[src/rtl/core/monotone_chain_convex_hull_macros.svh]
// ----------------------------------------------------------------------------
// monotone_chain_convex_hull_macros
// Assertion macros shared by the hull RTL.
// ----------------------------------------------------------------------------
`ifndef MONOTONE_CHAIN_CONVEX_HULL_MACROS_SVH
`define MONOTONE_CHAIN_CONVEX_HULL_MACROS_SVH

// Implication checked every clock, muted during reset
`define MCH_ASSERT_IMPL(label, clk, rst_n, ante, cons, msg) \
	label: assert property (@(posedge clk) disable iff (!rst_n) (ante) |-> (cons)) \
		else $error(msg);

// Next-cycle implication, muted during reset
`define MCH_ASSERT_NEXT(label, clk, rst_n, ante, cons, msg) \
	label: assert property (@(posedge clk) disable iff (!rst_n) (ante) |=> (cons)) \
		else $error(msg);

`endif

[src/rtl/core/mch_pkg.sv]
// ----------------------------------------------------------------------------
// mch_pkg
// Shared widths, point type and the turn-test operand struct for the hull block.
// ----------------------------------------------------------------------------
package mch_pkg;
	localparam int MAX_POINTS = 32;
	localparam int COORD_BITS = 16;
	localparam int IDX_BITS   = $clog2(MAX_POINTS);
	localparam int CNT_BITS   = $clog2(MAX_POINTS + 1);
	localparam int STK_DEPTH  = 2 * MAX_POINTS;
	localparam int STK_BITS   = $clog2(STK_DEPTH);
	localparam int TOP_BITS   = $clog2(STK_DEPTH + 1);
	localparam int DIFF_BITS  = COORD_BITS + 1;
	localparam int PROD_BITS  = 2 * DIFF_BITS;

	typedef struct packed {
		logic signed [COORD_BITS-1:0] x;
		logic signed [COORD_BITS-1:0] y;
	} point_t;

	// Operands for the shared turn test: o -> a -> b
	typedef struct packed {
		point_t o;
		point_t a;
		point_t b;
	} turn_req_t;
endpackage

[src/rtl/core/mch_turn_unit.sv]
// ----------------------------------------------------------------------------
// mch_turn_unit
// Shared cross product unit: one multiplier used twice per request; the
// differences, then the first product, are registered before done and not_ccw.
// ----------------------------------------------------------------------------
module mch_turn_unit (
	input  logic                clk,
	input  logic                arst_n,
	input  logic                start,
	input  mch_pkg::turn_req_t  req,
	output logic                done,
	output logic                not_ccw
);
	logic signed [mch_pkg::DIFF_BITS-1:0] ax_q, ay_q, bx_q, by_q;
	logic signed [mch_pkg::PROD_BITS-1:0] left_q;
	logic                                 phase_q;
	logic signed [mch_pkg::DIFF_BITS-1:0] m_a, m_b;
	logic signed [mch_pkg::PROD_BITS-1:0] prod;

	function automatic logic signed [mch_pkg::DIFF_BITS-1:0] DIFF_W(
		input logic signed [mch_pkg::COORD_BITS-1:0] v);
		DIFF_W = mch_pkg::DIFF_BITS'(v);
	endfunction

	// One multiplier: (a.x-o.x)*(b.y-o.y) first, (a.y-o.y)*(b.x-o.x) second
	always_comb begin
		m_a = phase_q ? ay_q : ax_q;
		m_b = phase_q ? bx_q : by_q;
		prod = m_a * m_b;
	end

	always_ff @(posedge clk or negedge arst_n) begin
		if (!arst_n) begin
			phase_q <= 1'b0;
			done    <= 1'b0;
			not_ccw <= 1'b0;
		end else begin
			done <= 1'b0;
			if (start) begin
				ax_q    <= DIFF_W(req.a.x) - DIFF_W(req.o.x);
				ay_q    <= DIFF_W(req.a.y) - DIFF_W(req.o.y);
				bx_q    <= DIFF_W(req.b.x) - DIFF_W(req.o.x);
				by_q    <= DIFF_W(req.b.y) - DIFF_W(req.o.y);
				phase_q <= 1'b0;
			end else if (!phase_q && !done) begin
				left_q  <= prod;
				phase_q <= 1'b1;
			end else if (phase_q) begin
				not_ccw <= (left_q <= prod);
				done    <= 1'b1;
				phase_q <= 1'b0;
			end
		end
	end
endmodule

[config.mk]
export PLATFORM = sky130hd
export DESIGN_NAME = mch_turn_unit
export DESIGN_NICKNAME = d
export VERILOG_FILES = /design/src/rtl/core/monotone_chain_convex_hull_macros.svh /design/src/rtl/core/mch_pkg.sv /design/src/rtl/core/mch_turn_unit.sv
export SDC_FILE = /design/constraint.sdc
export NUM_CORES = 1
export LEC_CHECK = 0
export ABC_AREA = 1
export BUFFER_PORTS_ARGS = -buffer_cell sky130_fd_sc_hd__buf_2
export CAP_MARGIN = 20
export CORE_AREA = 5 5 213 215
export DETAILED_ROUTE_END_ITERATION = 8
export DIE_AREA = 0 0 218 220
export GPL_ROUTABILITY_DRIVEN = 0
export GPL_TIMING_DRIVEN = 0
export PLACE_DENSITY_LB_ADDON = 0.25
export SYNTH_ARGS = -nofsm -noshare
export SYNTH_HDL_FRONTEND = slang
export SYNTH_SLANG_ARGS = --single-unit
[constraint.sdc]
create_clock -name clk -period 8.4 [get_ports clk]
set_input_delay 1.68 -clock clk [delete_from_list [all_inputs] [get_ports clk]]
set_output_delay 1.68 -clock clk [all_outputs]
set_load 0.02 [all_outputs]
==> metrics, run 1 <==
clock buffer depth 2; I/O Buffers 100; Placement Rows 77; Top Usage Layer GRT met2; H-tree depth 3; final hold vios 0; post-synthesis sequential area ratio between 15 and 20%; antenna-violating nets left 0; Die ar. roughly 48000 um2; Final Util between 40 and 50%; largest area contributor in the netlist fa_1; grt met2 use between 30% and 40%; DRC 0; Hold Path Depth 1; Max Fclk around 0.12 GHz; routed len/inst between 15 and 20 um; GRT Residual Overflow 0; Num CTS Buffers 9; synth warn 0; Post-Synthesis Cells 2242; required time of the critical path ~8700 ps; critical path capture point not_ccw; fin crit period 8003 ps; # diodes 0; most common cell in the synthesized netlist inv_1; routed vias 14799; most frequent cells after synthesis 547 x inv_1, 358 x nand2_1, 300 x fa_1, 227 x nor2_1, 183 x ha_1; post-synth cell types 51; worst hold-check path type reg2reg; Worst slew margin 37.13%; Die X ~220 um; top cells by area, synth fa_1 31%, edfxtp_1 16%, ha_1 12%; core area 43550 um2; Critical Path Source Type flop; Worst Setup End Kind flop; crit path max fanout 10; Worst Tran Pin Value a little over 900 ps; crit-path most repeated cell inv_1; outcome finished, final reports clean; Pins Over Slew Limit 0; DR iter-0 viols between 900 and 1000; Clock Sinks about 110; GR Util met3 between 3 and 4%; global-route wire length before repair between 70000 and 80000 um; Syn-to-layout area delta 9.091%; antenna violations before repair 1; R2R depth 36; CTS hold repair buffers 0; GR Util All Layers roughly a fifth; post-synthesis cell area between 15000 and 20000 um2; Slowest-stage cell, CP fa_2; first-pass iteration count of the detailed router 5; Initial Util roughly 44%; fill count approximately 4200; fin crit share 95.27%; CP startpoint phase_q; Clock Tree Root clkbuf_16; nets about 2900; reg2reg start phase_q; Async SR Flop Fraction approximately 2.9%; worst clock skew around 12 ps; max-cap viol count 0; final setup fails 0; ys flop type edfxtp_1; vias in the first global route 15603; share of layout cells above drive strength 1 12.70%; io pins a little over 100; clk_lat worst skew between 300 and 400 ps; global routing met1 resource utilization between 20 and 30%; Post-synth EDFFs a little over 100; Reg-to-Reg End not_ccw; Reg2Reg Setup Slack just under 400 ps; Worst Path Arrival between 8000 and 9000 ps; hpwl dp roughly 42000 um; Setup CP Type reg2reg; largest net degree at the start of global routing 47; post-synth top area share around a third; Die Y 220 um; Syn Area/Cell around 8.5 um2; CTS tree yes; clk slew on worst S/H paths approximately 80 ps; post-detailed-route via-to-cell ratio between 4 and 5; drt total wl 48940 um; CP max stage delay around 630 ps; post-synthesis register bit count 105; syn_nets about 2800
[kinds of logic (layout without fill, tap and decap cells)]
logic type | count (synthesis) | in the layout | share of synthesized area, %
AOI/OAI and AO/OA | 231 | 231 | 7.744
xor gates and xnor gates | 89 | 89 | 4.271
adders and majority gates | 483 | 483 | 43.36
buffers and inverters | 607 | 736 | 12.31
DFF | 105 | 105 | 16.40
muxes | 2 | 2 | 0.1046
and+or+nand+nor | 725 | 725 | 15.81
[routing by layer]
| layer | routed length [um] | vias to the layer above | part of all wire, % |
|---|---|---|---|
| met3 | 2919 | 92 | 6.0 |
| met1 | 21480 | 7190 | 44 |
| met4 | 1346 | 0 | 2.8 |
| met5 | 0 | - | 0 |
| li1 | - | 7057 | - |
| met2 | 23200 | 460 | 47 |
[registers in the layout, indices dropped and copies added, names as in the netlist]
signal,cells
done,1
phase_q,1
ax_q,17
by_q,17
not_ccw,1
ay_q,17
bx_q,17
left_q,34
[area by class of cell]
type / count / area (um2) / share of cell area [%]
inverters: 577 / 2170 / 10.40
well taps: 592 / 740.7 / 3.549
flip-flops and latches: 105 / 3138 / 15.04
repair buffers: 113 / 610.6 / 2.926
plain buffers: 30 / 201.4 / 0.9652
clock buffers: 9 / 225.2 / 1.079
clock inverters: 7 / 62.56 / 0.2998
multi-input cells: 1530 / 13720 / 65.75
[how the worst min path moves through the flow]
stage / start / endpoint / slack [ps]
CTS: done / phase_q / 510
finish: done / phase_q / 510
floorplan: done / phase_q / 550
detailed placement: done / phase_q / 500
global route: done / phase_q / 530
global placement: done / phase_q / 500
[stage by stage]
step / instance area (um2) / std cells / TNS, ps / hold WS, ps / setup slack [ps]
after CTS: 20710 / 2951 / 0 / 512.9 / 16.67
after floorplan: 19130 / 2242 / 0 / 545.3 / 1179
after detailed placement: 20390 / 2935 / -442.0 / 500.0 / -442.0
after global routing: 20870 / 2963 / -17.93 / 529.9 / -17.93
final: 20870 / 2963 / 0 / 509.7 / 397.1
after global placement: 20370 / 2934 / -304.1 / 500.3 / -304.1
[repair_timing]
item,CTS,global route
resized for setup,8,19
setup endpoints to repair,1,1
buffers inserted,0,12
pin swaps,1,2
[critical path, delay by kind of cell (launching register included)]
kind | cells | cell delay [ps]
AO/OA/AOI/OAI | 2 | 250
adder cells (fa/ha/maj) | 8 | 4130
buffers and inverters | 11 | 1100
flip-flops | 1 | 340
AND/OR/NAND/NOR | 15 | 2010
[layout by cell type, fill, tap and decap left out, drive strengths merged]
master    count
xor2         67
clkinvlp      1
or2          34
a31o          1
o21a          4
o2111ai       1
nand4        10
nor3         21
o31ai         6
o21ai        79
buf         142
edfxtp      102
nand3b        1
dfrtp         3
nor2        236
fa          300
nand2       365
a21oi       101
clkinv        3
and2          1
o211ai        5
a31oi         5
ha          183
clkbuf       10
mux2i         2
o21bai       10
xnor2        22
inv         580
nand3        55
a21o         11
a21boi        8
nor4          2
Power of run 1 is not shown: default switching activity piles up to over one toggle a cycle in this logic, so the estimate is an artifact.
==> run 2, diff against run 1 <==
--- a/config.mk
+++ b/config.mk
@@ -8,9 +8,9 @@
 export ABC_AREA = 1
 export BUFFER_PORTS_ARGS = -buffer_cell sky130_fd_sc_hd__buf_2
 export CAP_MARGIN = 20
-export CORE_AREA = 5 5 213 215
+export CORE_AREA = 5 5 185 187
 export DETAILED_ROUTE_END_ITERATION = 8
-export DIE_AREA = 0 0 218 220
+export DIE_AREA = 0 0 190 192
 export GPL_ROUTABILITY_DRIVEN = 0
 export GPL_TIMING_DRIVEN = 0
 export PLACE_DENSITY_LB_ADDON = 0.25
==> run 2 against run 1 <==
Non-clock buffer count is 3 lower; setup slack better by 93 ps; via count is 1.7% higher; maximum frequency is 1.2% higher; utilization is 16 points higher; final area is 0.91% lower; clock-buffer cell count stayed put; hold slack worse by 22 ps; clock skew is 2.5 ps higher; flip-flop and latch count stayed put; critical endpoint unchanged; cell count is 5.2% lower; first-iteration DRC count is 12% higher.
==> metrics, run 2 (same netlist as run 1, synthesis figures left out) <==
Reg2Reg Setup Slack 490 ps (+90 ps); commonest non-fill, non-tap cells in the layout 544 x inv_1, 357 x nand2_1, 295 x fa_1; unrepaired setup endpoints after global routing false; Top delay family on crit path adder cells; post-detailed-route via-to-cell ratio 5.354 (+7.2%); hpwl dp 41460 um (-2.2%); Hold Startpoint done; Placed Area 20210 um2 (-0.92%); clock buffer depth 2 (unchanged); worst hold-check path type reg2reg; worst clock skew 14.68 ps (+2.470 ps); clk_lat worst skew 370 ps (about the same); Pins Over Slew Limit 0 (unchanged); Worst slew margin 47.31% (+10 points); Die X 190 um (-13%); Hold Path Depth 1 (unchanged); Setup CP Type reg2reg; CTS tree yes; Crit path depth 34 (-5.6%); Worst Path Arrival 8180 ps (-100 ps); clk slew on worst S/H paths 80 ps (about the same); largest net degree at the start of global routing 36 (-23%); Clock Sinks 105 (unchanged); nets 2945 (-0.10%); outcome finished, final reports clean; GRT Residual Overflow 0 (unchanged); CP max stage delay 620 ps (about the same); crit path max fanout 10 (unchanged); drt total wl 47960 um (-2.0%); DRC 0 (unchanged); share of layout cells above drive strength 1 12.71% (+0.016 points); Clock Tree Root clkbuf_16; Die Y 192 um (-13%); Largest register FFs 34 (unchanged); Worst Setup End Kind flop; Setup WS post-layout 490.5 ps (+93.43 ps); global-route wire length before repair 77700 um (-2.5%); most flop-heavy register left_q; vias in the first global route 15760 (+1.0%); routed vias 15046 (+1.7%); fin crit share 94.16% (-1.1 points); Worst Tran Pin Value 790.3 ps (-126.6 ps); Critical Path Source Type flop; max-cap viol count 0 (unchanged); fin crit period 7910 ps (-93.43 ps); most common cell after layout, fill and taps aside inv_1; hold path endpoint phase_q; final hold vios 0 (unchanged); GR Util All Layers 27.13% (+6.0 points); routed len/inst 17.07 um (+3.3%); DR iter-0 viols 1031 (+12%); Slowest-stage cell, CP fa_2; WHS 487.8 ps (-21.92 ps); crit-path most repeated cell nand2_1; antenna-violating nets left 0 (unchanged); Syn-to-layout area delta 8.103%; I/O Buffers 100 (unchanged); reg2reg start phase_q; CTS hold repair buffers 0 (unchanged); Die ar. 36480 um2 (-24%); # diodes 0 (unchanged); Max Fclk 0.1264 GHz (+1.2%); core area 32290 um2 (-26%); H-tree depth 3 (unchanged); Num CTS Buffers 9 (unchanged); Reg-to-Reg End not_ccw; R2R depth 34 (-5.6%); post-place setup slack -390.5 ps (+51.50 ps); Final Instance Area 20680 um2 (-0.91%); final setup fails 0 (unchanged); required time of the critical path 8670 ps (about the same); first-pass iteration count of the detailed router 5 (unchanged); antenna violations before repair 0 (-1); io pins 101 (unchanged); Initial Util 59.25% (+15 points); Placement Rows 66 (-14%); CP Buf/Inv Count 8 (-3)
-- run 2: cell types whose count changed in the layout (fill, tap and decap cells not counted), sizes merged --
cell and delta:
clkinv -1, bufinv +1, buf -3
-- run 2: cell type report --
| class | count | area, um2 |
|---|---|---|
| Fill cell | 2680 | 11610 |
| Clock inverter | 7 | 92.59 |
| Buffer | 30 | 197.7 |
| Multi-Input combinational cell | 1530 | 13720 |
| Clock buffer | 9 | 225.2 |
| Inverter | 577 | 2170 |
| Sequential cell | 105 | 3138 |
| Tap cell | 442 | 553.0 |
| Timing Repair Buffer | 110 | 588.1 |
-- run 2: metal layers --
metal,global-route usage [%],up-vias,share of wire (%)
met1,34.33,7245,40
met4,10.57,0,4.0
met2,46.54,610,49
met3,4.944,126,7.7
met5,0,-,0
li1,-,7065,-
-- run 2: worst max-delay path by stage --
stage            start  endpoint
2_1_floorplan  phase_q   not_ccw
4_1_cts        phase_q   not_ccw
3_3_place_gp   phase_q   not_ccw
6_report       phase_q   not_ccw
3_5_place_dp   phase_q   not_ccw
5_1_grt        phase_q   not_ccw
-- run 2: timing repair --
action | CTS | global route
resized for setup | 6 | 19
buffers inserted | 0 | 9
pin swaps | 0 | 3
endpoints found under the setup margin | 1 | 1
-- run 2: stage by stage --
step,cells,setup TNS (ps),util (%)
6_report,2810,0,64.05
5_1_grt,2810,0,64.05
4_1_cts,2801,0,63.64
3_3_place_gp,2784,-205.2,62.51
3_5_place_dp,2785,-390.5,62.58
2_1_floorplan,2242,0,-
Power of run 2 is left out for the same reason.
